<file path="src/sv/mspc_pkg.sv">
// ----------------------------------------------------------------------------
// mspc_pkg
// Shared types, register indexes and arithmetic helpers of the speed PI loop.
// ----------------------------------------------------------------------------
`default_nettype none

package mspc_pkg;

  localparam int unsigned CfgIdxW  = 3;
  localparam int unsigned CfgDataW = 32;
  localparam int unsigned MulAW    = 34;
  localparam int unsigned MulBW    = 25;
  localparam int unsigned ProdW    = MulAW + MulBW;   // 59
  localparam int unsigned RndW     = ProdW - 16;      // 43
  localparam int unsigned SumW     = 43;

  localparam logic [16:0] OneQ16      = 17'd65536;
  localparam logic [30:0] CmdNegFloor = 31'd655;      // 0.01 in Q15.16

  // Configuration register indexes
  typedef enum logic [CfgIdxW-1:0] {
    REG_INTEG_GAIN   = 3'd0,
    REG_REF_WEIGHT   = 3'd1,
    REG_OUT_GAIN     = 3'd2,
    REG_INTEG_LIMIT  = 3'd3,
    REG_CURRENT_MAX  = 3'd4,
    REG_BLEND_WEIGHT = 3'd5,
    REG_FF_GAIN      = 3'd6,
    REG_FF_ENABLE    = 3'd7
  } cfg_idx_e;

  // Operand select of the shared multiplier
  typedef enum logic [2:0] {
    MUL_NONE  = 3'd0,
    MUL_BLEND = 3'd1,
    MUL_INTEG = 3'd2,
    MUL_REF   = 3'd3,
    MUL_FF    = 3'd4,
    MUL_OHI   = 3'd5,
    MUL_OLO   = 3'd6
  } mul_sel_e;

  typedef struct packed {
    logic [23:0] integ_gain;
    logic [23:0] ref_weight;
    logic [23:0] out_gain;
    logic [30:0] integ_limit;
    logic [30:0] current_max;
    logic [16:0] blend_weight;
    logic [23:0] ff_gain;
    logic        ff_enable;
  } cfg_t;

  // Controller to datapath command group
  typedef struct packed {
    logic     capture;
    mul_sel_e mul_sel;
    logic     blend_ld;
    logic     acc_ld;
    logic     ref_add;
    logic     ff_add;
    logic     res_ld;
    logic     out_load;
  } dp_cmd_t;

  // Round to nearest, ties toward +inf, of p / 2^16
  function automatic logic signed [RndW-1:0] rnd16(input logic signed [ProdW-1:0] p);
    logic signed [ProdW-1:0] t;
    t = p + ProdW'(32768);
    return t[ProdW-1:16];
  endfunction

endpackage

`default_nettype wire

</file>
<file path="src/sv/mspc_ctrl.sv">
// ----------------------------------------------------------------------------
// mspc_ctrl
// Sequencer: steps one transaction through the shared multiplier and owns
// the input stall and output valid.
// ----------------------------------------------------------------------------
`default_nettype none

module mspc_ctrl
  import mspc_pkg::*;
(
  input  wire logic clk_i,
  input  wire logic rst_ni,
  input  wire logic in_valid_i,
  output      logic in_stall_o,
  output      logic out_valid_o,
  input  wire logic out_stall_i,
  output      dp_cmd_t cmd_o
);

  typedef enum logic [9:0] {
    S_IDLE = 10'b00_0000_0001,
    S_MBL  = 10'b00_0000_0010,
    S_BLD  = 10'b00_0000_0100,
    S_MIG  = 10'b00_0000_1000,
    S_ACC  = 10'b00_0001_0000,
    S_RWA  = 10'b00_0010_0000,
    S_FFA  = 10'b00_0100_0000,
    S_MHI  = 10'b00_1000_0000,
    S_MLO  = 10'b01_0000_0000,
    S_FIN  = 10'b10_0000_0000
  } state_e;

  state_e state_q, state_d;
  logic   out_valid_q, out_valid_d;
  logic   accept, load;

  assign in_stall_o = (state_q != S_IDLE);
  assign accept     = in_valid_i && (state_q == S_IDLE);
  assign load       = (state_q == S_FIN) && (!out_valid_q || !out_stall_i);

  always_comb begin
    cmd_o         = '0;
    cmd_o.mul_sel = MUL_NONE;
    state_d       = state_q;
    case (state_q)
      S_IDLE: begin
        cmd_o.capture = accept;
        if (accept) begin
          state_d = S_MBL;
        end
      end
      S_MBL: begin
        cmd_o.mul_sel = MUL_BLEND;
        state_d       = S_BLD;
      end
      S_BLD: begin
        cmd_o.blend_ld = 1'b1;
        state_d        = S_MIG;
      end
      S_MIG: begin
        cmd_o.mul_sel = MUL_INTEG;
        state_d       = S_ACC;
      end
      S_ACC: begin
        cmd_o.acc_ld  = 1'b1;
        cmd_o.mul_sel = MUL_REF;
        state_d       = S_RWA;
      end
      S_RWA: begin
        cmd_o.ref_add = 1'b1;
        cmd_o.mul_sel = MUL_FF;
        state_d       = S_FFA;
      end
      S_FFA: begin
        cmd_o.ff_add = 1'b1;
        state_d      = S_MHI;
      end
      S_MHI: begin
        cmd_o.mul_sel = MUL_OHI;
        state_d       = S_MLO;
      end
      S_MLO: begin
        cmd_o.res_ld  = 1'b1;
        cmd_o.mul_sel = MUL_OLO;
        state_d       = S_FIN;
      end
      S_FIN: begin
        // keep the low product in place while the result waits
        cmd_o.mul_sel  = MUL_OLO;
        cmd_o.out_load = load;
        if (load) begin
          state_d = S_IDLE;
        end
      end
      default: begin
        state_d = S_IDLE;
      end
    endcase
  end

  always_comb begin
    out_valid_d = out_valid_q;
    if (load) begin
      out_valid_d = 1'b1;
    end else if (!out_stall_i) begin
      out_valid_d = 1'b0;
    end
  end

  always_ff @(posedge clk_i or negedge rst_ni) begin
    if (!rst_ni) begin
      state_q     <= S_IDLE;
      out_valid_q <= 1'b0;
    end else begin
      state_q     <= state_d;
      out_valid_q <= out_valid_d;
    end
  end

  assign out_valid_o = out_valid_q;

  // An accepted transaction always starts with the blend multiply
  a_accept_start : assert property (@(posedge clk_i) disable iff (!rst_ni)
    in_valid_i && !in_stall_o |=> state_q == S_MBL)
    else $error("accepted transaction did not start the sequence");

  // A new result only appears from the final step
  a_valid_source : assert property (@(posedge clk_i) disable iff (!rst_ni)
    $rose(out_valid_o) |-> $past(state_q) == S_FIN)
    else $error("output valid rose outside the final step");

  // A blocked output register holds the finished transaction in the final step
  a_fin_hold : assert property (@(posedge clk_i) disable iff (!rst_ni)
    state_q == S_FIN && out_valid_q && out_stall_i |=> state_q == S_FIN)
    else $error("result overwritten while output stalled");

endmodule

`default_nettype wire

</file>
<file path="config.mk">
export PLATFORM = sky130hd
export DESIGN_NAME = mspc_ctrl
export DESIGN_NICKNAME = d
export VERILOG_FILES = /design/src/sv/mspc_pkg.sv /design/src/sv/mspc_ctrl.sv
export SDC_FILE = /design/constraint.sdc
export NUM_CORES = 1
export LEC_CHECK = 0
export ABC_AREA = 1
export BUFFER_PORTS_ARGS = -buffer_cell sky130_fd_sc_hd__buf_2
export CELL_PAD_IN_SITES_DETAIL_PLACEMENT = 0
export CELL_PAD_IN_SITES_GLOBAL_PLACEMENT = 1
export CORE_MARGIN = 2
export CORE_UTILIZATION = 40
export CTS_CLUSTER_SIZE = 28
export DETAILED_ROUTE_END_ITERATION = 8
export PLACE_DENSITY_LB_ADDON = 0.05
export SKIP_LAST_GASP = 1
export SLEW_MARGIN = 30
export SYNTH_ARGS = -nofsm -noshare
export SYNTH_HDL_FRONTEND = slang
export SYNTH_SLANG_ARGS = --single-unit
</file>
<file path="constraint.sdc">
create_clock -name clk_i -period 2.5 [get_ports clk_i]
set_clock_uncertainty 0.05 [all_clocks]
set_input_delay 0.5 -clock clk_i [delete_from_list [all_inputs] [get_ports clk_i]]
set_output_delay 0.5 -clock clk_i [all_outputs]
set_load 0.05 [all_outputs]
</file>
# Word-level counts from Yosys, hierarchy flattened
# Cells that the tools add are included.
word_totals:
  inputBits: 4
  regBits: 11
  wordCells: 36
  out_inout_bits: 12
classes:
  n_mux: 13
  n_eq_ne: 14
  n_reduce_logical: 7
op_table:
  columns: ["operator", "count"]
  rows:
  - ["$pmux 10 s10", 1]
  - ["$mux 10", 2]
  - ["$pmux 3 s6", 1]
  - ["$eq 10x1->1 const B", 1]
  - ["$eq 10x10->1 const B", 1]
  - ["$eq 10x2->1 const B", 1]
  - ["$eq 10x3->1 const B", 1]
  - ["$eq 10x4->1 const B", 1]
  - ["$eq 10x5->1 const B", 1]
  - ["$eq 10x6->1 const B", 1]
  - ["$eq 10x7->1 const B", 1]
  - ["$eq 10x8->1 const B", 1]
  - ["$eq 10x9->1 const B", 1]
  - ["$ne 10x1->1 const B", 1]
  - ["$mux 1", 9]
  - ["$ne 2x2->1 const B", 2]
  - ["$logic_and 1x1->1", 2]
  - ["$logic_not 1->1", 2]
  - ["$ne 2x1->1 const B", 1]
  - ["$reduce_and 2->1", 1]
  - ["$reduce_or 2->1", 1]
  - ["$logic_or 1x1->1", 1]

# Longest topological paths before layout
# Gate-level depths: netlist of run 1.
logic_depth:
  word_depth: 5
  ltp_mapped: 9
  mapped_depth_nobuf: 8

# Worst setup path after synthesis of run 1
# OpenSTA, ideal clock, no wires.
synth_timing:
  path_kind: "reg-to-output"
  from: "register state_q[5]"
  to: "output port cmd_o[5] (netlist bit)"
  n_path_buf: 0
  stages_incl_launch_ff: 4
  setup_slack_ps: -254
  t_required_ps: 1950
  arrival_ps: 2204
  cell_sequence: "dfrtp_1 -> nor2_4 -> nand2_4 -> nor4_1"
synth_lines:
  columns: ["element", "line_no", "text"]
  rows:
  - ["from (decl)", "mspc_ctrl.sv:33", "state_e state_q, state_d;"]
  - ["from (signal assigned)", "mspc_ctrl.sv:115", "state_q <= state_d;"]
  - ["to (decl)", "mspc_ctrl.sv:17", "output dp_cmd_t cmd_o"]

==> flow_metrics.env, run 1 <==
export IMPL_peakVddDrop_mv=0.739
export IMPL_tns_ns=0
export IMPL_worst_slew_pin_slew_ns=0.266
export IMPL_seqCellArea_sq_um=277
export IMPL_fin_cells=154
export IMPL_antennaDiodeCount=0
export IMPL_synth_edf_count=0
export IMPL_nNetsFinal=132
export IMPL_yosys_top_cells_area="dfrtp_1 32%, nor2_1 11%, nand2_1 8.6%"
export IMPL_ys_types=20
export IMPL_path_class="flip-flop to primary output"
export IMPL_holdBufCountCts=0
export IMPL_antenna_found_initial=0
export IMPL_critPathRequiredTime_ns=1.95
export IMPL_crit_path_end_kind="primary output"
export IMPL_fin_crit_sh_pct=88.7
export IMPL_die_x_um=48.3
export IMPL_port_buffers=15
export IMPL_drt_pre_antenna_iters=4
export IMPL_initialDrtViolationCount=13
export IMPL_gr_total_overflow=0
export IMPL_grt_pass1_wl_mm=2.54
export IMPL_min_period_ns=2.22
export IMPL_start_util_pct=41.2
export IMPL_grt_max_degree=12
export IMPL_grt_pass1_vias=580
export IMPL_synth_warnings=0
export IMPL_cts_root_buffer="clkbuf_4"
export IMPL_power_density_nw_per_um2=898
export IMPL_max_freq_mhz=451
export IMPL_slew_headroom_pct=82.1
export IMPL_grt_usage_pct=16.3
export IMPL_die_area_sq_um=2330
export IMPL_synth_seq_cells=11
export IMPL_die_h_um=48.3
export IMPL_multi_input_area_sq_um=427
export IMPL_place_congestion=0.772
export IMPL_synth_top_area_cell="dfrtp_1"
export IMPL_syn_to_final_growth_pct=15.9
export IMPL_placed_area_sq_um=883
export IMPL_num_fill_cells=205
export IMPL_start_kind="flip-flop"
export IMPL_cts_buffers_inserted=3
export IMPL_hpwlAfterDp_mm=1.31
export IMPL_cts_tree="yes"
export IMPL_finalWirelength_mm=1.68
export IMPL_setup_violations=0
export IMPL_status="complete, no violations"
export IMPL_hold_ws_ns=0.0395
export IMPL_clock_path_buffers=2
export IMPL_post_cts_repair_setup_buffers=0
export IMPL_synth_top_cells_by_count="24 x nor2_1, 18 x nand2_1, 15 x inv_1, 11 x nand3_1, 10 x dfrtp_1"
export IMPL_rows=16
export IMPL_p_leak_nw=0.525
export IMPL_drc=0
export IMPL_coreArea_sq_um=1900
export IMPL_wire_per_inst_um=10.9
export IMPL_ys_seq_area_share_pct=35.2
export IMPL_syn_cell_area_sq_um=785
export IMPL_syn_area_per_cell_sq_um=7.13
export IMPL_netlist_area_leader_share_pct=31.9
export IMPL_max_cap_violations=0
export IMPL_setup_ws_ns=0.282
export IMPL_async_flop_share_pct=100
export IMPL_clkSlewWorstSetupHoldPaths_ns=0.08
export IMPL_io_pins=16
export IMPL_cts_resized=0
export IMPL_arrival_ns=1.67
export IMPL_drtAntennaViolNets=0
export IMPL_post_synth_top_count_cell="nor2_1"
export IMPL_htreeDepth=1
export IMPL_synth_nets=114
export IMPL_synth_flop_cell="dfrtp_1"
export IMPL_synth_cells=110
export IMPL_drive_gt1_share_pct=30.7
export IMPL_worstSkewPairLatency_ns=0.27
export IMPL_clock_sinks=11
export IMPL_place_inst=150
export IMPL_hold_path_class="input port to asynchronous set/reset pin"
export IMPL_rsz0062_at_grt="no"
export IMPL_dpl_worst_slack_ns=0.570
export IMPL_final_area_sq_um=910
export IMPL_hold_viol_final=0
export IMPL_vias=724
export IMPL_crit_fanout=6
export IMPL_vias_per_cell=4.70
export IMPL_finalMaxSlewViolations=0
[power by group]
part	internal, mW	total [mW]	switching [mW]
clock network	0.0618	0.129	0.0673
logic	0.124	0.452	0.329
registers	0.209	0.236	0.0269
total	0.394	0.817	0.423
[logic make-up (layout without fill, tap and decap cells)]
family	count (synthesis)	after routing	share of synthesized area, %
DFF	11	11	35.2
buffers and inverters	21	38	11.5
and+or+nand+nor	78	78	53.3
[registers in the layout, indices dropped and copies added (netlist names)]
register and count:
state_q 10, out_valid_o 1
[metrics by stage]
stage	total power, mW	utilization, %
finish	0.817	47.8
global route	0.869	47.8
CTS	0.824	47.8
detailed placement	0.694	46.4
global placement	0.691	46.4
floorplan	0.611	-
[metal layers]
metal	routed length (um)	track usage [%]
met5	0	0
met4	30	8.11
met3	71	4.44
met2	762	25.3
met1	812	20.9
[area by class of cell]
cell class	count	share of cell area, %
tap	27	3.71
multi-input combinational	78	46.9
timing repair buffer	15	8.25
clock buffer	4	2.89
sequential	11	30.4
inverter	19	7.84
[worst max-delay path, stage by stage (launching register included)]
cell and delay (ns):
dfrtp_1 0.46, nor2_4 0.20, nand2_4 0.11, nor2_4 0.18, nand2_2 0.10, nand4_1 0.10, buf_2 0.26
[path summary, 6_finish.rpt]
check | from | to | slack (ns) | cells past startpoint
min | rst_ni | state_q[5]$_DFFE_PN0P_ | 0.04 | 1
max reg2reg | state_q[5]$_DFFE_PN0P_ | state_q[0]$_DFFE_PN1P_ | 1.13 | 8
max | state_q[5]$_DFFE_PN0P_ | cmd_o[8] | 0.28 | 6
min in group clk_i | out_stall_i | out_valid_o$_DFFE_PN0P_ | 0.40 | 3
min reg2reg | out_valid_o$_DFFE_PN0P_ | out_valid_o$_DFFE_PN0P_ | 0.45 | 2
max in group asynchronous | rst_ni | state_q[0]$_DFFE_PN1P_ | 2.09 | 1
[placed cells by master, fill, tap and decap left out, types with 3 or more instances in the layout]
cell type  instances
clkbuf_4           3
nand2_1           18
nand3_1           11
nor2_4             3
nor3_1             4
buf_2             15
nand4_1            4
dfrtp_1           10
nor2_2             3
inv_1             15
nor2_1            23
inv_2              4
Power figures use the tool's default switching activity.
==> inputs of run 2 (changes only) <==
--- a/config.mk
+++ b/config.mk
@@ -13,7 +13,9 @@
 export CORE_UTILIZATION = 40
 export CTS_CLUSTER_SIZE = 28
 export DETAILED_ROUTE_END_ITERATION = 8
+export HOLD_SLACK_MARGIN = 0.06
 export PLACE_DENSITY_LB_ADDON = 0.05
+export SKIP_CTS_REPAIR_TIMING = 1
 export SKIP_LAST_GASP = 1
 export SLEW_MARGIN = 30
 export SYNTH_ARGS = -nofsm -noshare
==> run 2 against run 1 <==
Sequential power about the same. Setup slack unchanged. Sequential share of layout area down 0.33 points. Worst hold slack better by 0.36 ns. First-iteration DRC count unchanged. Clock power about the same. Critical endpoint unchanged. Largest power group unchanged. Highest routed layer unchanged.
==> flow_metrics.env, run 2 (synthesized netlist as in run 1, its figures left out) <==
export IMPL_hold_ws_ns=0.398
export IMPL_place_inst=150
export IMPL_die_h_um=48.3
export IMPL_fin_cells=155
export IMPL_vias_per_cell=4.68
export IMPL_gr_total_overflow=0
export IMPL_status="complete, no violations"
export IMPL_slew_headroom_pct=82.1
export IMPL_final_area_sq_um=920
export IMPL_die_area_sq_um=2330
export IMPL_path_class="flip-flop to primary output"
export IMPL_cpPeakStageDelay_ns=0.46
export IMPL_drc=0
export IMPL_cts_buffers_inserted=3
export IMPL_peakVddDrop_mv=0.739
export IMPL_drt_pre_antenna_iters=4
export IMPL_power_density_nw_per_um2=890
export IMPL_antennaDiodeCount=0
export IMPL_grt_pass1_vias=580
export IMPL_setup_violations=0
export IMPL_antenna_found_initial=0
export IMPL_rrSetupSlack_ns=1.13
export IMPL_vias=726
export IMPL_fin_crit_sh_pct=88.7
export IMPL_placed_area_sq_um=883
export IMPL_power_uw=818
export IMPL_grt_usage_pct=16.3
export IMPL_final_cell_mix="23 x nor2_1, 18 x nand2_1, 15 x inv_1, 15 x buf_2, 11 x nand3_1"
export IMPL_slowest_stage="dfrtp_1"
export IMPL_timing_rr_start="state_q[5]$_DFFE_PN0P_"
export IMPL_rsz0062_at_grt="no"
export IMPL_dpl_worst_slack_ns=0.570
export IMPL_min_period_ns=2.22
export IMPL_crit_top_cell="nor2_4"
export IMPL_finalWirelength_mm=1.69
export IMPL_drtAntennaViolNets=0
export IMPL_port_buffers=15
export IMPL_drive_gt1_share_pct=30.5
export IMPL_place_congestion=0.772
export IMPL_crit_path_end_kind="primary output"
export IMPL_critPathRequiredTime_ns=1.95
export IMPL_crit_end="cmd_o[8]"
export IMPL_hold_path_class="input port to flip-flop"
export IMPL_io_pins=16
export IMPL_final_core_util_pct=48.4
export IMPL_max_cap_violations=0
export IMPL_arrival_ns=1.67
export IMPL_max_freq_mhz=451
export IMPL_finalMaxSlewViolations=0
export IMPL_clock_path_buffers=2
export IMPL_tns_ns=0
export IMPL_clkSlewWorstSetupHoldPaths_ns=0.08
export IMPL_setup_ws_ns=0.282
export IMPL_crit_fanout=6
export IMPL_die_x_um=48.3
export IMPL_largest_reg_flops=10
export IMPL_hold_viol_final=0
export IMPL_worstSkewPairLatency_ns=0.27
export IMPL_syn_to_final_growth_pct=17.2
export IMPL_hpwlAfterDp_mm=1.31
export IMPL_num_fill_cells=204
export IMPL_wire_per_inst_um=10.9
export IMPL_cts_tree="yes"
export IMPL_coreArea_sq_um=1900
export IMPL_rows=16
export IMPL_reg2reg_to="state_q[0]$_DFFE_PN1P_"
export IMPL_final_common_cell="nor2_1"
export IMPL_start_util_pct=41.2
export IMPL_worstSetupStartpoint="state_q[5]$_DFFE_PN0P_"
export IMPL_grt_pass1_wl_mm=2.54
export IMPL_grt_max_degree=12
export IMPL_regMostFlops="state_q"
export IMPL_initialDrtViolationCount=13
export IMPL_holdPathStages=3
export IMPL_clock_sinks=11
export IMPL_htreeDepth=1
export IMPL_crit_chain="nor2_4 -> nand2_4 -> nor2_4 -> nand2_2 -> nand4_1 -> buf_2"
export IMPL_cts_root_buffer="clkbuf_4"
export IMPL_start_kind="flip-flop"
export IMPL_nNetsFinal=133
export IMPL_rr_worst_depth=8
export IMPL_p_leak_nw=0.529
export IMPL_worst_slew_pin_slew_ns=0.266
[run 2: layer usage]
metal / GRT usage, % / wire, um / vias up / share of wire, %
met1: 20.9 / 818 / 325 / 49
met5: 0 / 0 / - / 0
li1: - / - / 384 / -
met2: 25.3 / 765 / 13 / 45
met3: 4.44 / 71 / 4 / 4.2
met4: 8.11 / 30 / 0 / 1.8
[run 2: worst min path at each step]
stage	start	end
floorplan	rst_ni	out_valid_o$_DFFE_PN0P_
global placement	rst_ni	state_q[5]$_DFFE_PN0P_
detailed placement	rst_ni	state_q[5]$_DFFE_PN0P_
CTS	rst_ni	state_q[8]$_DFFE_PN0P_
global route	out_stall_i	out_valid_o$_DFFE_PN0P_
finish	out_stall_i	out_valid_o$_DFFE_PN0P_
[run 2: layout make-up]
class | instances | area (sq um) | share of cell area [%]
Multi-Input combinational cell | 78 | 427 | 46.4
Tap cell | 27 | 33.8 | 3.67
Inverter | 19 | 71.3 | 7.76
Clock buffer | 4 | 26.3 | 2.86
Sequential cell | 11 | 277 | 30.1
Timing Repair Buffer | 16 | 85.1 | 9.25
[run 2: critical path, delay by kind of cell, from the launching register on]
kind	cells	cell delay, ns
simple gates	5	0.69
buf+inv	1	0.26
flops	1	0.46
[run 2: power breakdown]
part           leakage, nW  total [mW]  internal [mW]  switching (mW)
logic                0.365       0.453          0.125           0.329
clock network       0.0150       0.129         0.0618          0.0673
registers            0.149       0.236          0.209          0.0269
==> inputs of run 3 (changes only) <==
--- a/config.mk
+++ b/config.mk
@@ -10,7 +10,7 @@
 export CELL_PAD_IN_SITES_DETAIL_PLACEMENT = 0
 export CELL_PAD_IN_SITES_GLOBAL_PLACEMENT = 1
 export CORE_MARGIN = 2
-export CORE_UTILIZATION = 40
+export CORE_UTILIZATION = 33
 export CTS_CLUSTER_SIZE = 28
 export DETAILED_ROUTE_END_ITERATION = 8
 export HOLD_SLACK_MARGIN = 0.06
==> constraint.sdc (replaced) <==
create_clock -name clk_i -period 1.9 [get_ports clk_i]
set_clock_uncertainty 0.05 [all_clocks]
set_input_delay 0.38 -clock clk_i [delete_from_list [all_inputs] [get_ports clk_i]]
set_output_delay 0.38 -clock clk_i [all_outputs]
set_load 0.05 [all_outputs]
==> run 3 against run 2 <==
The run now ends with negative setup slack left. Sequential cell count did not move. Worst hold slack got worse by 0.12 ns. Clock-buffer cell count did not move. Via count is 9.6% higher. Register-to-register slack worse by 0.66 ns. Critical path depth unchanged. First-iteration DRC count fell by 23%. Critical endpoint is now cmd_o[6]. Highest routed layer is now met3. Clock power grew 31%.
==> flow_metrics.env, run 3 (synthesized netlist as in run 1, its figures left out) <==
export IMPL_wire_per_inst_um=11.6
export IMPL_clkSlewWorstSetupHoldPaths_ns=0.08
export IMPL_rsz0062_at_grt="yes"
export IMPL_power_density_nw_per_um2=1100
export IMPL_initialDrtViolationCount=10
export IMPL_cts_root_buffer="clkbuf_4"
export IMPL_min_period_ns=2.00
export IMPL_drc=0
export IMPL_slowest_stage="dfrtp_2"
export IMPL_p_leak_nw=0.618
export IMPL_drtAntennaViolNets=0
export IMPL_final_cell_mix="16 x nor2_1, 15 x nand2_1, 14 x buf_4"
export IMPL_finalMaxSlewViolations=0
export IMPL_peakVddDrop_mv=0.984
export IMPL_hold_viol_final=0
export IMPL_slew_headroom_pct=81.2
export IMPL_critPathRequiredTime_ns=1.47
export IMPL_path_class="flip-flop to primary output"
export IMPL_vias=796
export IMPL_finalWirelength_mm=1.98
export IMPL_cts_buffers_inserted=3
export IMPL_tns_ns=-0.357
export IMPL_crit_chain="nor2_4 -> nand2_4 -> nor4_4 -> nor2_2 -> nand2_4 -> buf_8"
export IMPL_die_area_sq_um=2780
export IMPL_io_pins=16
export IMPL_num_fill_cells=224
export IMPL_htreeDepth=1
export IMPL_max_freq_mhz=499
export IMPL_antennaDiodeCount=0
export IMPL_coreArea_sq_um=2230
export IMPL_die_x_um=52.8
export IMPL_final_area_sq_um=1220
export IMPL_grt_usage_pct=15.3
export IMPL_port_buffers=15
export IMPL_dpl_worst_slack_ns=0.0836
export IMPL_final_common_cell="nor2_1"
export IMPL_max_cap_violations=0
export IMPL_setup_ws_ns=-0.104
export IMPL_hold_ws_ns=0.282
export IMPL_rows=17
export IMPL_drt_pre_antenna_iters=4
export IMPL_status="finished with violations"
export IMPL_cpPeakStageDelay_ns=0.44
export IMPL_cts_tree="yes"
export IMPL_crit_fanout=6
export IMPL_arrival_ns=1.57
export IMPL_power_mw=1.34
export IMPL_regMostFlops="state_q"
export IMPL_worstSkewPairLatency_ns=0.27
export IMPL_grt_pass1_wl_mm=3.06
export IMPL_antenna_found_initial=0
export IMPL_place_congestion=0.810
export IMPL_setup_violations=6
export IMPL_placed_area_sq_um=968
export IMPL_nNetsFinal=147
export IMPL_largest_reg_flops=10
export IMPL_grt_max_degree=12
export IMPL_crit_top_cell="nand2_4"
export IMPL_crit_path_end_kind="primary output"
export IMPL_start_util_pct=35.1
export IMPL_violations="negative setup slack"
export IMPL_clock_sinks=11
export IMPL_start_kind="flip-flop"
export IMPL_die_h_um=52.8
export IMPL_fin_crit_sh_pct=105
export IMPL_syn_to_final_growth_pct=55.7
export IMPL_vias_per_cell=4.68
export IMPL_hpwlAfterDp_mm=1.46
export IMPL_grt_pass1_vias=728
export IMPL_worst_slew_pin_slew_ns=0.281
export IMPL_drive_gt1_share_pct=50.7
export IMPL_gr_total_overflow=0
export IMPL_hold_path_class="input port to flip-flop"
export IMPL_clock_path_buffers=2
run 3: changes by cell type in the layout (fill, tap and decap cells not counted), moves of 3 or more:
cell     before  now
nor2_4        3   10
inv_1        15   12
dfrtp_1      10    6
nand2_1      18   15
buf_4         0   14
buf_6         0    8
nor2_1       23   16
dfrtp_2       0    4
buf_2        15    5
run 3: layout make-up:
class,instances,area (sq um),area share (%)
tap,28,35.0,2.87
inverter,19,73.8,6.05
clock buffer,4,26.3,2.15
multi-input combinational,78,544,44.6
sequential,11,282,23.1
timing repair buffer,30,260,21.3
run 3: stage by stage:
| stage | instances | utilization [%] |
|---|---|---|
| floorplan | 110 | - |
| global placement | 157 | 43.4 |
| detailed placement | 157 | 43.4 |
| CTS | 161 | 44.5 |
| global route | 170 | 54.7 |
| finish | 170 | 54.7 |
run 3: report_power, final:
group / internal, mW / total [mW] / switching, mW
Sequential: 0.279 / 0.319 / 0.0398
Combinational: 0.320 / 0.855 / 0.535
Clock: 0.0813 / 0.169 / 0.0876
run 3: per-layer routing:
| metal | vias to the layer above | share of wire [%] | global-route usage (%) |
|---|---|---|---|
| met5 | - | 0 | 0 |
| met4 | 0 | 0 | 2.56 |
| met3 | 0 | 3.9 | 5.14 |
| met2 | 16 | 52 | 26.9 |
| met1 | 364 | 44 | 18.3 |
| li1 | 416 | - | - |
run 3: critical path, delay by kind of cell (launching register included):
family	cells	cell delay, ns
buffers and inverters	1	0.14
DFF	1	0.44
and+or+nand+nor	5	0.72
run 3: path summary, 6_finish.rpt:
path	startpoint	to	slack [ns]	cells past startpoint
min in group asynchronous	rst_ni	state_q[5]$_DFFE_PN0P_	0.45	2
max in group asynchronous	rst_ni	state_q[0]$_DFFE_PN1P_	1.07	2
worst min register to register	out_valid_o$_DFFE_PN0P_	out_valid_o$_DFFE_PN0P_	0.45	2
worst max register to register	state_q[0]$_DFFE_PN1P_	state_q[0]$_DFFE_PN1P_	0.47	9
worst max-delay path	state_q[4]$_DFFE_PN0P_	cmd_o[6]	-0.10	6
worst min-delay path	out_stall_i	out_valid_o$_DFFE_PN0P_	0.28	3
