<file path="src/sv/mspc_pkg.sv">
// ----------------------------------------------------------------------------
// mspc_pkg
// Shared types, register indexes and arithmetic helpers of the speed PI loop.
// ----------------------------------------------------------------------------
`default_nettype none

package mspc_pkg;

  localparam int unsigned CfgIdxW  = 3;
  localparam int unsigned CfgDataW = 32;
  localparam int unsigned MulAW    = 34;
  localparam int unsigned MulBW    = 25;
  localparam int unsigned ProdW    = MulAW + MulBW;   // 59
  localparam int unsigned RndW     = ProdW - 16;      // 43
  localparam int unsigned SumW     = 43;

  localparam logic [16:0] OneQ16      = 17'd65536;
  localparam logic [30:0] CmdNegFloor = 31'd655;      // 0.01 in Q15.16

  // Configuration register indexes
  typedef enum logic [CfgIdxW-1:0] {
    REG_INTEG_GAIN   = 3'd0,
    REG_REF_WEIGHT   = 3'd1,
    REG_OUT_GAIN     = 3'd2,
    REG_INTEG_LIMIT  = 3'd3,
    REG_CURRENT_MAX  = 3'd4,
    REG_BLEND_WEIGHT = 3'd5,
    REG_FF_GAIN      = 3'd6,
    REG_FF_ENABLE    = 3'd7
  } cfg_idx_e;

  // Operand select of the shared multiplier
  typedef enum logic [2:0] {
    MUL_NONE  = 3'd0,
    MUL_BLEND = 3'd1,
    MUL_INTEG = 3'd2,
    MUL_REF   = 3'd3,
    MUL_FF    = 3'd4,
    MUL_OHI   = 3'd5,
    MUL_OLO   = 3'd6
  } mul_sel_e;

  typedef struct packed {
    logic [23:0] integ_gain;
    logic [23:0] ref_weight;
    logic [23:0] out_gain;
    logic [30:0] integ_limit;
    logic [30:0] current_max;
    logic [16:0] blend_weight;
    logic [23:0] ff_gain;
    logic        ff_enable;
  } cfg_t;

  // Controller to datapath command group
  typedef struct packed {
    logic     capture;
    mul_sel_e mul_sel;
    logic     blend_ld;
    logic     acc_ld;
    logic     ref_add;
    logic     ff_add;
    logic     res_ld;
    logic     out_load;
  } dp_cmd_t;

  // Round to nearest, ties toward +inf, of p / 2^16
  function automatic logic signed [RndW-1:0] rnd16(input logic signed [ProdW-1:0] p);
    logic signed [ProdW-1:0] t;
    t = p + ProdW'(32768);
    return t[ProdW-1:16];
  endfunction

endpackage

`default_nettype wire

</file>
<file path="src/sv/mspc_regs.sv">
// ----------------------------------------------------------------------------
// mspc_regs
// Configuration register file, written through a valid/ready channel.
// ----------------------------------------------------------------------------
`default_nettype none

module mspc_regs
  import mspc_pkg::*;
(
  input  wire logic                clk_i,
  input  wire logic                rst_ni,
  input  wire logic                cfg_valid_i,
  output      logic                cfg_ready_o,
  input  wire logic [CfgIdxW-1:0]  cfg_index_i,
  input  wire logic [CfgDataW-1:0] cfg_data_i,
  output      cfg_t                cfg_o
);

  cfg_t cfg_q, cfg_d;

  assign cfg_ready_o = 1'b1;

  always_comb begin
    cfg_d = cfg_q;
    if (cfg_valid_i) begin
      case (cfg_idx_e'(cfg_index_i))
        REG_INTEG_GAIN:   cfg_d.integ_gain   = cfg_data_i[23:0];
        REG_REF_WEIGHT:   cfg_d.ref_weight   = cfg_data_i[23:0];
        REG_OUT_GAIN:     cfg_d.out_gain     = cfg_data_i[23:0];
        REG_INTEG_LIMIT:  cfg_d.integ_limit  = cfg_data_i[30:0];
        REG_CURRENT_MAX:  cfg_d.current_max  = cfg_data_i[30:0];
        REG_BLEND_WEIGHT: cfg_d.blend_weight = cfg_data_i[16:0];
        REG_FF_GAIN:      cfg_d.ff_gain      = cfg_data_i[23:0];
        REG_FF_ENABLE:    cfg_d.ff_enable    = cfg_data_i[0];
        default:          cfg_d = cfg_q;
      endcase
    end
  end

  always_ff @(posedge clk_i or negedge rst_ni) begin
    if (!rst_ni) begin
      cfg_q <= '0;
    end else begin
      cfg_q <= cfg_d;
    end
  end

  assign cfg_o = cfg_q;

endmodule

`default_nettype wire

</file>
<file path="config.mk">
export PLATFORM = sky130hd
export DESIGN_NAME = mspc_regs
export DESIGN_NICKNAME = d
export VERILOG_FILES = /design/src/sv/mspc_pkg.sv /design/src/sv/mspc_regs.sv
export SDC_FILE = /design/constraint.sdc
export NUM_CORES = 1
export LEC_CHECK = 0
export BUFFER_PORTS_ARGS = -buffer_cell sky130_fd_sc_hd__clkbuf_2
export CAP_MARGIN = 20
export CELL_PAD_IN_SITES_DETAIL_PLACEMENT = 0
export CELL_PAD_IN_SITES_GLOBAL_PLACEMENT = 1
export CORE_MARGIN = 10
export CORE_UTILIZATION = 40
export DETAILED_ROUTE_END_ITERATION = 10
export HOLD_SLACK_MARGIN = 0.12
export PLACE_DENSITY = 0.77
export SYNTH_ARGS = -nofsm -noshare
export SYNTH_HDL_FRONTEND = slang
export SYNTH_SLANG_ARGS = --single-unit
</file>
<file path="constraint.sdc">
create_clock -name clk_i -period 0.9 [get_ports clk_i]
set_clock_uncertainty 0.05 [all_clocks]
set_input_delay 0.225 -clock clk_i [delete_from_list [all_inputs] [get_ports clk_i]]
set_output_delay 0.225 -clock clk_i [all_outputs]
set_load 0.02 [all_outputs]
</file>
# == Word level (Yosys, flattened, before mapping) ==
# Index checks and enable logic that the tools add are counted.
# totals
reg_bits,176
output_inout_bits,177
in_bits,38
elab_cells,24
# op_classes
eq_ne,7
n_reduce_logical,9
# ops
cell,n
2-bit AND reduction,8
3-bit equality test (second input constant),4
3-bit by 2-bit equality test with 1-bit output (second input constant),2
3-bit by 1-bit equality test with 1-bit output (second input constant),1
3-bit zero test,1

# == Logic depth before layout (Yosys ltp) ==
# Gate-level depths: netlist (run 1).
# depth
depth_word,2
ltp_mapped,5
mapped_depth_nobuf,2

# == Worst setup path before layout (run 1) ==
# Ideal clock, no wire load.
# synth_path
path_type,input to register
startpoint,input cfg_index_i[0]
endpoint,"register cfg_q, in the netlist cfg_o[163]"
setup_slack_ps,-561
setup_ps,125
arrival_time_ps,1286
stages,4
path_buffers,2
required_time_ps,725
path_cell_list,buf_6 -> nor4b_4 -> buf_6 -> mux2_2
# synth_via
elab_chain_cells,2
# synth_rtl
item,line,text
"start, declared",mspc_regs.sv:14,"input wire logic [CfgIdxW-1:0] cfg_index_i,"
3-bit zero test,mspc_regs.sv:26,case (cfg_idx_e'(cfg_index_i))
2-bit AND reduction (no source line),n/a,
"end signal, assigned",mspc_regs.sv:44,cfg_q <= cfg_d;
"end, declared",mspc_regs.sv:19,"cfg_t cfg_q, cfg_d;"
# No other way between the ends.
# A chain may end at the register's enable or synchronous reset.

# == Final worst setup path (run 1) ==
# layout_path
startpoint,"register cfg_q, in the netlist cfg_o[120]"
endpoint,output cfg_o[120] (netlist name)
# layout_lines
item,line,text
"end, declared",mspc_regs.sv:16,output cfg_t cfg_o
# No word-level cell between the ends.

==> run summary, run 1 <==
After the flow finishes, the layout carries non-filler instances totaling 999. The worst min-delay path class is input port to register. The core occupancy in the finished layout is 75.1%.

The area overhead of the layout relative to synthesis is 85.7%. The critical path depth in cells is 1. The total power consumption of the routed design came out at 30.8 mW. In this run the critical register-to-register path is launched from cfg_o[58]$_DFFE_PN0P_.

The final critical-path required period is 1290 ps. The category of the worst setup path capture point is an output port. The critical path goes through clkbuf_8. The antenna diode count came out at 0. The pin count of the biggest net entering global routing came out at 44. The number of warnings issued by yosys came out at 0.

The routed wire length per instance is 24.0 um. The checks that failed: setup timing. The total overflow reported by the global router is 0. The number of global-route vias before repair is 5399. In the routed layout, each cell is associated on average with a via count of 4.86. The number of cells on the worst reg-to-reg path is 3. The maximum count of clock buffers along a single path came out at 2. The hold violation total from the final report was 0. The tool flagged a number of max-cap violations equal to 0. The wire length of the first global-routing pass is 33900 um. After technology mapping, the gate count stands at 383. The number of antenna violations at the first check in global routing is 0. The initial core utilization is 40.5%. STA classifies the critical path startpoint as a register. The mean instance size in the synthesized netlist came out at 17.4 um^2. The arrival time of data at the critical path endpoint is 1020 ps. The post-route setup TNS came out at -82960 ps. Cells with a size suffix above 1 make up 76.0% of the layout. The vias after detailed routing is 4860. Port buffering added 212 buffers. The maximum fanout along the worst path is 2. The leakage power is 6.13 nW. The total placed instance area is 8470 um^2. Setup violations remaining at the end of the flow were counted as 352. The count of pins on the block boundary came out at 215. For this design, the slowest cell found on the critical path is sky130_fd_sc_hd__dfrtp_1.

The site row count is 47. The run finished, with violations left. The overall die width came out at 149 um. The number of flip-flops and latches in the synthesized netlist is 176. The startpoint identified for the worst hold timing path is cfg_data_i[21]. The final critical path takes up 144% of the cycle. TritonCTS built the clock tree. The wire-length estimate of the detail-placed layout is 13200 um. The post-detailed-routing wire length is 24000 um. The tightest hold margin is 84.7 ps. The register clock-pin slew on the reported worst setup and hold paths is 70 ps. The number of hold buffers added after CTS is 8. The delay of the slowest cell on the worst path is 420 ps.

The number of cells traversed by the worst hold path came out at 2. The maximum operating frequency came out at 773 MHz. The aggregate global-route resource usage is 20.0%.

The detailed router finished its first iteration with 168 violations. The die covers 22200 um^2. In this run the worst setup path begins at cfg_o[120]$_DFFE_PN0P_. The synthesized netlist contains 12 unique library cells. Counting both buffers and inverters, the worst setup path holds a total of 1. The power density normalized to cell area came out at 2490 nW/um^2. The remaining design rule violation count came out at 0. The total core area is 16500 um^2. The final cell area excluding filler cells came out at 12400 um^2. The count of TritonRoute iterations in the first routing pass came out at 4.

The register with the most flip-flops in the layout has 176 of them. Sequential elements use 66.1% of the synthesized area. The post-synth net total is 421. The mapped cell area came out at 6660 um^2. The clock sink total came out at 176. The kind of critical path is register to output port. The number of antenna-violating nets in the routed design came out at 0. The later pin in the worst-skew pair is clocked with a latency of 420 ps. The number of max-slew violations in the final report is 0. In this run, CTS created clock tree buffers numbering 17. Grouping stages by cell kind, the critical path spends the most delay in flip-flops. The clock root buffer is sky130_fd_sc_hd__clkbuf_16. The post-placement setup slack is -644 ps. The clock tree synthesis step divided the H-tree into 4 levels. The data required time at the worst endpoint came out at 620 ps.

Including well taps, the total number of placed cells is 823. Setup repair after global routing could not meet its margin everywhere. The worst supply voltage drop on vdd is 1.58 mV. Measured along the y axis, the die boundary spans 149 um. The final-stage net count is 804. The congestion estimate from routability-driven global placement came to 0.761. The minimum setup slack in the final design is -393 ps.
## power by group
group          internal (mW)  switching [mW]  total (mW)
Combinational           7.36            4.73        12.1
Sequential              9.67            1.50        11.2
Clock                   4.41            3.13        7.54
## synthesized netlist by cell type
cell                       number  area share (%)
sky130_fd_sc_hd__nand4b_1       1            0.13
sky130_fd_sc_hd__mux2_1         3            0.51
sky130_fd_sc_hd__buf_4          3            0.34
sky130_fd_sc_hd__nand4b_2       2            0.45
sky130_fd_sc_hd__dfrtp_1      176              66
sky130_fd_sc_hd__nor4b_4        1            0.36
sky130_fd_sc_hd__nand4_1        1           0.094
sky130_fd_sc_hd__and4bb_2       3            0.56
sky130_fd_sc_hd__mux2_2       173              29
sky130_fd_sc_hd__conb_1         1           0.056
sky130_fd_sc_hd__buf_6          8             1.4
sky130_fd_sc_hd__buf_2         11            0.83
## logic make-up after synthesis
| family | Yosys count | synth area share [%] |
|---|---|---|
| buf+inv | 22 | 2.52 |
| flops | 176 | 66.1 |
| mux | 176 | 29.7 |
| other cells | 1 | 0.0563 |
| simple gates | 8 | 1.60 |
## layout make-up
class / count / area (um^2)
Tap cell: 220 / 275
Sequential cell: 176 / 4400
Clock buffer: 21 / 480
Clock inverter: 11 / 128
Timing Repair Buffer: 386 / 4390
Fill cell: 905 / 4090
Multi-Input combinational cell: 185 / 2700
## final timing paths
path / slack [ps] / endpoint
max: -390 / cfg_o[120]
min: 80 / cfg_o[63]$_DFFE_PN0P_
max reg2reg: -200 / cfg_o[58]$_DFFE_PN0P_
min reg2reg: 480 / cfg_o[37]$_DFFE_PN0P_
max in group asynchronous: 110 / cfg_o[39]$_DFFE_PN0P_
min in group asynchronous: 190 / cfg_o[46]$_DFFE_PN0P_
## cell usage in the layout, fill, tap and decap left out, types with 8 or more instances in the layout
cell type	count
sky130_fd_sc_hd__dfrtp_1	176
sky130_fd_sc_hd__buf_12	28
sky130_fd_sc_hd__buf_4	96
sky130_fd_sc_hd__buf_8	19
sky130_fd_sc_hd__mux2_4	154
sky130_fd_sc_hd__clkbuf_2	31
sky130_fd_sc_hd__mux2_2	22
sky130_fd_sc_hd__dlygate4sd3_1	8
sky130_fd_sc_hd__clkbuf_16	20
sky130_fd_sc_hd__buf_6	125
sky130_fd_sc_hd__clkbuf_8	76
## routing by layer
layer	wire, um	GRT usage [%]	vias to the layer above
li1	-	-	2118
met1	9820	24.6	2535
met2	11900	32.5	178
met3	1920	7.34	29
met4	369	5.00	0
met5	0	0	-
## timing repair
action,4_1_cts,5_1_grt
cloned,14,0
resized for setup,296,364
buffers inserted,80,75
hold endpoints to repair,345,71
pin swaps,4,3
setup endpoints to repair,343,352
## worst register-to-register path, stage by stage, from the launching register on
cell,delay [ps]
sky130_fd_sc_hd__dfrtp_1,410
sky130_fd_sc_hd__buf_4,150
sky130_fd_sc_hd__buf_4,120
sky130_fd_sc_hd__mux2_4,260
Power figures use the tool's default switching activity.
==> inputs of run 2 (changes only) <==
--- a/config.mk
+++ b/config.mk
@@ -13,7 +13,7 @@
 export CORE_UTILIZATION = 40
 export DETAILED_ROUTE_END_ITERATION = 10
 export HOLD_SLACK_MARGIN = 0.12
-export PLACE_DENSITY = 0.77
+export PLACE_DENSITY_LB_ADDON = 0.1
 export SYNTH_ARGS = -nofsm -noshare
 export SYNTH_HDL_FRONTEND = slang
 export SYNTH_SLANG_ARGS = --single-unit
==> run summary, run 2 (synthesis results as in run 1) <==
The category of the worst setup path capture point is an output port (unchanged). The wire length of the first global-routing pass came out at 32500 um (was 33900 um). The final cell area excluding filler cells is 11900 um^2 (was 12400 um^2). The final critical-path required period is 1300 ps (was 1290 ps). The most common cell after layout, fill and taps aside was sky130_fd_sc_hd__dfrtp_1 (unchanged). The slowest cell on the critical path is sky130_fd_sc_hd__dfrtp_1 (unchanged). The floorplan die area came out at 22200 um^2 (unchanged). The remaining design rule violation count came out at 0 (unchanged). The final-stage net count is 764 (was 804). The number of max-cap violations is 0 (unchanged). The quantity of I/O buffers inserted on ports is 212 (unchanged).

RSZ-0062 raised after global routing: true (unchanged). The vias after detailed routing is 4589 (was 4860). The post-placement setup slack came out at -600 ps (was -644 ps). The register clock-pin slew on the reported worst setup and hold paths is 60 ps (was 70 ps). The endpoint of the worst-slack reg-to-reg timing path was cfg_o[106]$_DFFE_PN0P_ (was cfg_o[58]$_DFFE_PN0P_). The pin count of the biggest net entering global routing came out at 47 (was 44).

The hold violation total from the final report is 0 (unchanged). The worst supply voltage drop on vdd came out at 1.44 mV (was 1.58 mV). The tightest hold margin was 85.8 ps (was 84.7 ps). The fill cell instance count of the final layout is 1036 (was 905). The count of TritonRoute iterations in the first routing pass is 4 (unchanged). The startpoint of the lowest-slack hold path is cfg_data_i[19] (was cfg_data_i[21]). The number of setup violations in the final report came out at 351 (was 352). The clock tree from TritonCTS is done (unchanged). The period utilization is 145% (was 144%).

The internal reg-to-reg setup slack is -160 ps (was -200 ps). The clock sink total came out at 176 (unchanged). The startpoint type of the worst setup path was a register (unchanged). The number of flip-flops under the largest register name came out at 176 (unchanged). The routability-driven placement congestion ratio is 0.746 (was 0.761). The maximum fanout along the worst path came out at 2 (unchanged). The kind of critical path is register to output port (unchanged). The count of pins on the block boundary came to 215 (unchanged). The arrival time of data at the critical path endpoint was 1030 ps (was 1020 ps). The overall die width is 149 um (unchanged). The leakage power is 5.86 nW (was 6.13 nW). The deepest level of the CTS H-tree is 4 (unchanged). The delay of the slowest cell on the worst path is 440 ps (was 420 ps). The initial core utilization came out at 40.5% (unchanged). The aggregate global-route resource usage is 19.3% (was 20.0%). The end of the worst hold path is cfg_o[123]$_DFFE_PN0P_ (was cfg_o[63]$_DFFE_PN0P_).

The site row count is 47 (unchanged). The worst min-delay path class was input port to register (unchanged). The total core area is 16500 um^2 (unchanged). Commonest cells after routing, fill and taps aside: sky130_fd_sc_hd__dfrtp_1 (176), sky130_fd_sc_hd__mux2_4 (142), sky130_fd_sc_hd__buf_6 (131) (was sky130_fd_sc_hd__dfrtp_1 (176), sky130_fd_sc_hd__mux2_4 (154), sky130_fd_sc_hd__buf_6 (125)). The sum of buffers and inverters on the critical path is 1 (unchanged). The antenna diode count came to 0 (unchanged). The clock root buffer was sky130_fd_sc_hd__clkbuf_16 (unchanged).

The power density normalized to cell area is 2460 nW/um^2 (was 2490 nW/um^2). The clock latency at the later pin of the worst-skew pair is 420 ps (about the same). The data required time at the worst endpoint is 620 ps (about the same). The total overflow reported by the global router is 0 (unchanged). The dominant delay contributor by cell family on the critical path is flip-flops (unchanged). The area overhead of the layout relative to synthesis was 79.3% (was 85.7%).

Failing checks: setup timing (unchanged). The number of max-slew violations in the final report came out at 0 (unchanged). The height of the die came out at 149 um (unchanged). The routed wire length per instance is 23.0 um (was 24.0 um). The number of hold buffers added after CTS came out at 8 (unchanged). Result of the run: complete, but fails checks (unchanged).

The total power consumption of the routed design came out at 29.3 mW (was 30.8 mW). Cell-by-cell listing of the critical path: clkbuf_8 (unchanged). The final HPWL from detailed placement is 13200 um (about the same). The post-route setup TNS is -81720 ps (was -82960 ps).

The source of the worst register-to-register timing path was cfg_o[106]$_DFFE_PN0P_ (was cfg_o[58]$_DFFE_PN0P_). The minimum setup slack in the final design came out at -405 ps (was -393 ps). The share of layout cells above drive strength 1 is 74.3% (was 76.0%). The logic depth of the worst register-to-register path came out at 3 (unchanged). The number of global-route vias before repair is 5158 (was 5399). The initial detailed-routing violation count was 186 (was 168). The maximum operating frequency is 766 MHz (was 773 MHz). The maximum count of clock buffers along a single path is 2 (unchanged). The ratio of routed vias to standard cells came out at 4.79 (was 4.86). The CTS buffer count is 17 (unchanged). The number of cells traversed by the worst hold path is 2 (unchanged).

The total placed instance area is 8510 um^2 (was 8470 um^2). The number of antenna violations at the first check in global routing came to 0 (unchanged). The number of antenna-violating nets in the routed design is 0 (unchanged). The post-detailed-routing wire length was 22100 um (was 24000 um).
==> run 2: layer usage <==
| metal | wire length [um] | vias to the layer above | track usage, % |
|---|---|---|---|
| met1 | 8990 | 2383 | 23.3 |
| met4 | 257 | 0 | 5.30 |
| li1 | - | 2044 | - |
| met3 | 1700 | 20 | 6.98 |
| met2 | 11200 | 142 | 32.0 |
| met5 | 0 | - | 0 |
==> run 2: stage by stage <==
stage | std cells | utilization, %
4_1_cts | 933 | 66.3
2_1_floorplan | 383 | -
6_report | 959 | 72.6
5_1_grt | 959 | 72.6
3_3_place_gp | 818 | 51.7
3_5_place_dp | 818 | 51.7
==> run 2: timing repair <==
item,CTS,global route
endpoints found under the hold margin,316,65
resized for setup,199,406
cloned,16,0
setup endpoints to repair,351,335
buffers inserted,59,50
pin swaps,5,5
==> run 2: how the worst max path moves through the flow <==
| stage | start | to | slack [ps] | cells past startpoint |
|---|---|---|---|---|
| floorplan | cfg_index_i[0] | cfg_o[163]$_DFFE_PN0P_ | -560 | 4 |
| global placement | cfg_index_i[2] | cfg_o[75]$_DFFE_PN0P_ | -610 | 5 |
| detailed placement | cfg_index_i[1] | cfg_o[47]$_DFFE_PN0P_ | -600 | 4 |
| CTS | cfg_o[151]$_DFFE_PN0P_ | cfg_o[151] | -400 | 1 |
| global route | cfg_o[130]$_DFFE_PN0P_ | cfg_o[130] | -420 | 1 |
| finish | cfg_o[129]$_DFFE_PN0P_ | cfg_o[129] | -400 | 1 |
==> run 2: layout make-up <==
class | count | area (um^2) | share of cell area, %
Timing Repair Buffer | 346 | 4050 | 33.9
Clock buffer | 23 | 478 | 4.00
Tap cell | 220 | 275 | 2.30
Clock inverter | 9 | 83.8 | 0.702
Multi-Input combinational cell | 185 | 2650 | 22.2
Sequential cell | 176 | 4400 | 36.9
==> run 2: report_power, final <==
| group | total, mW | leakage, nW | internal (mW) | switching [mW] |
|---|---|---|---|---|
| registers | 11.1 | 2.11 | 9.67 | 1.47 |
| logic | 11.2 | 3.47 | 6.78 | 4.40 |
| clock network | 7.02 | 0.277 | 4.03 | 2.99 |
| total | 29.3 | 5.86 | 20.5 | 8.86 |
==> inputs of run 3 (changes only) <==
--- a/config.mk
+++ b/config.mk
@@ -12,6 +12,7 @@
 export CORE_MARGIN = 10
 export CORE_UTILIZATION = 40
 export DETAILED_ROUTE_END_ITERATION = 10
+export GPL_TIMING_DRIVEN = 0
 export HOLD_SLACK_MARGIN = 0.12
 export PLACE_DENSITY_LB_ADDON = 0.1
 export SYNTH_ARGS = -nofsm -noshare
==> run summary, run 3 (synthesis results as in run 1) <==
The count of placed standard cells including taps is 812 (was 818). The slowest cell on the critical path is sky130_fd_sc_hd__dfrtp_1 (unchanged). The register clock-pin slew on the reported worst setup and hold paths is 70 ps (was 60 ps). The most common cell after layout, fill and taps aside was sky130_fd_sc_hd__dfrtp_1 (unchanged).

The global routing usage on met2 is 30.2% (was 32.0%). Result of the run: complete, but fails checks (unchanged). The source of the worst register-to-register timing path was cfg_o[143]$_DFFE_PN0P_ (was cfg_o[106]$_DFFE_PN0P_). The number of cells in the finished layout apart from fillers came to 967 (was 959). The leakage power is 5.89 nW (was 5.86 nW). The area overhead of the layout relative to synthesis is 80.6% (was 79.3%). The sum of buffers and inverters on the critical path is 1 (unchanged).

The logic depth of the worst register-to-register path came out at 3 (unchanged). The number of max-cap violations came out at 0 (unchanged). The category of the worst setup path capture point is an output port (unchanged). The total power consumption of the routed design came out at 29.7 mW (was 29.3 mW). The period utilization came out at 143% (was 145%). The vias after detailed routing came out at 4637 (was 4589). The wire length of the first global-routing pass is 31700 um (was 32500 um). The pin count of the biggest net entering global routing came out at 115 (was 47). The number of max-slew violations in the final report came out at 0 (unchanged). For the pin with the worst max-slew slack, the measured transition is 574 ps. The worst min-delay path class is input port to async pin (was input port to register). The clock root buffer is sky130_fd_sc_hd__clkbuf_16 (unchanged). The aggregate global-route resource usage came out at 18.7% (was 19.3%). The remaining design rule violation count is 0 (unchanged). The post-detailed-routing wire length is 21300 um (was 22100 um). The busiest layer in global routing was met2 (unchanged).

The data required time at the worst endpoint is 620 ps (about the same). Commonest cells after routing, fill and taps aside: sky130_fd_sc_hd__dfrtp_1 (176), sky130_fd_sc_hd__mux2_4 (141), sky130_fd_sc_hd__buf_6 (123) (was sky130_fd_sc_hd__dfrtp_1 (176), sky130_fd_sc_hd__mux2_4 (142), sky130_fd_sc_hd__buf_6 (131)). The internal reg-to-reg setup slack came out at -160 ps (about the same). The final cell area excluding filler cells came to 12000 um^2 (was 11900 um^2). The height of the die was 149 um (unchanged).

The number of hold buffers added after CTS is 8 (unchanged). The number of global-route vias before repair came to 5152 (was 5158). The minimum setup slack in the final design came out at -384 ps (was -405 ps). The worst slew margin relative to its limit is 61.8%. The delay of the slowest cell on the worst path was 420 ps (was 440 ps). The ratio of routed vias to standard cells is 4.80 (was 4.79). The met3 track demand over resource was 7.10% (was 6.98%). The endpoint of the worst-slack reg-to-reg timing path is cfg_o[143]$_DFFE_PN0P_ (was cfg_o[106]$_DFFE_PN0P_). The total placed instance area is 8420 um^2 (was 8510 um^2). The antenna diode count is 0 (unchanged). Cell-by-cell listing of the critical path: clkbuf_8 (unchanged). Failing checks: hold timing, setup timing (was setup timing). The power density normalized to cell area is 2460 nW/um^2 (about the same). The number of antenna violations at the first check in global routing came out at 0 (unchanged). The overall die width was 149 um (unchanged). The initial detailed-routing violation count is 126 (was 186). The maximum operating frequency came out at 779 MHz (was 766 MHz). The initial core utilization was 40.5% (unchanged).

The routed wire length per instance was 22.0 um (was 23.0 um). The number of setup violations in the final report came out at 321 (was 351). The count of TritonRoute iterations in the first routing pass was 5 (was 4). The quantity of I/O buffers inserted on ports came out at 208 (was 212). The number of antenna-violating nets in the routed design is 0 (unchanged). The hold violation total from the final report came to 62 (was 0). The clock sink total is 176 (unchanged).

The kind of critical path is register to output port (unchanged). The deepest level of the CTS H-tree is 4 (unchanged). The worst supply voltage drop on vdd is 1.36 mV (was 1.44 mV). The final-stage net count came out at 772 (was 764).

The maximum fanout along the worst path was 2 (unchanged). The share of layout cells above drive strength 1 came to 74.8% (was 74.3%). The arrival time of data at the critical path endpoint is 1010 ps (was 1030 ps). The routability-driven placement congestion ratio is 0.756 (was 0.746). The site row count was 47 (unchanged). The total core area was 16500 um^2 (unchanged). The floorplan die area came out at 22200 um^2 (unchanged). The dominant delay contributor by cell family on the critical path is flip-flops (unchanged).

The tightest hold margin came out at -292 ps (was 85.8 ps). RSZ-0062 raised after global routing: true (unchanged). The number of flip-flops under the largest register name is 176 (unchanged).

The maximum count of clock buffers along a single path came out at 2 (unchanged). The clock tree from TritonCTS is done (unchanged). The CTS buffer count is 17 (unchanged). The final critical-path required period is 1280 ps (was 1300 ps). The final HPWL from detailed placement is 12600 um (was 13200 um).

The startpoint type of the worst setup path was a register (unchanged). The met1 global-route usage is 22.7% (was 23.3%). The total overflow reported by the global router is 0 (unchanged).

The clock latency at the later pin of the worst-skew pair came out at 420 ps (about the same). The count of pins on the block boundary is 215 (unchanged).
==> run 3: cell count changes in the layout (fill, tap and decap cells not counted), moves of 3 or more <==
cell / previous run / this run
sky130_fd_sc_hd__inv_6: 0 / 3
sky130_fd_sc_hd__buf_4: 66 / 69
sky130_fd_sc_hd__buf_8: 20 / 25
sky130_fd_sc_hd__buf_12: 26 / 29
sky130_fd_sc_hd__clkbuf_8: 56 / 65
sky130_fd_sc_hd__buf_6: 131 / 123
==> run 3: what timing repair did <==
action | 4_1_cts | 5_1_grt
pin swaps | 4 | 4
hold endpoints to repair | 226 | 150
setup buffers | 77 | 51
gates resized for setup | 256 | 358
cloned | 11 | 1
endpoints found under the setup margin | 337 | 334
==> run 3: power breakdown <==
group / internal [mW] / total, mW / switching [mW]
Clock: 3.97 / 7.12 / 3.15
Combinational: 6.97 / 11.4 / 4.46
Sequential: 9.67 / 11.1 / 1.43
Total: 20.6 / 29.7 / 9.05
==> run 3: layout make-up <==
class,count,area [um^2]
Fill cell,1047,4430
Sequential cell,176,4400
Timing Repair Buffer,335,3800
Multi-Input combinational cell,185,2640
Clock buffer,20,457
Buffer,19,344
Tap cell,220,275
Clock inverter,12,108
==> run 3: worst max path at each step <==
| stage | cells past startpoint | start | to |
|---|---|---|---|
| after floorplan | 4 | cfg_index_i[0] | cfg_o[163]$_DFFE_PN0P_ |
| after global placement | 1 | rst_ni | cfg_o[135]$_DFFE_PN0P_ |
| after detailed placement | 4 | cfg_index_i[0] | cfg_o[164]$_DFFE_PN0P_ |
| after CTS | 1 | cfg_o[86]$_DFFE_PN0P_ | cfg_o[86] |
| after global routing | 1 | cfg_o[121]$_DFFE_PN0P_ | cfg_o[121] |
| final | 1 | cfg_o[121]$_DFFE_PN0P_ | cfg_o[121] |
==> run 3: per-layer routing <==
metal | part of all wire, % | routed length (um) | vias to the layer above
met5 | 0 | 0 | -
met4 | 1.2 | 252 | 0
met3 | 7.6 | 1630 | 17
met2 | 50 | 10600 | 138
met1 | 41 | 8800 | 2417
li1 | - | - | 2065
==> run 3: per-stage QoR <==
step | TNS (ps) | hold slack, ps | setup WS (ps) | utilization (%)
floorplan | -72640 | -121 | -558 | -
global placement | -719190 | 420 | -3540 | 50.9
detailed placement | -140620 | 188 | -845 | 51.1
CTS | -77140 | -268 | -384 | 67.4
global route | -82750 | -259 | -426 | 73.1
finish | -74740 | -292 | -384 | 73.1
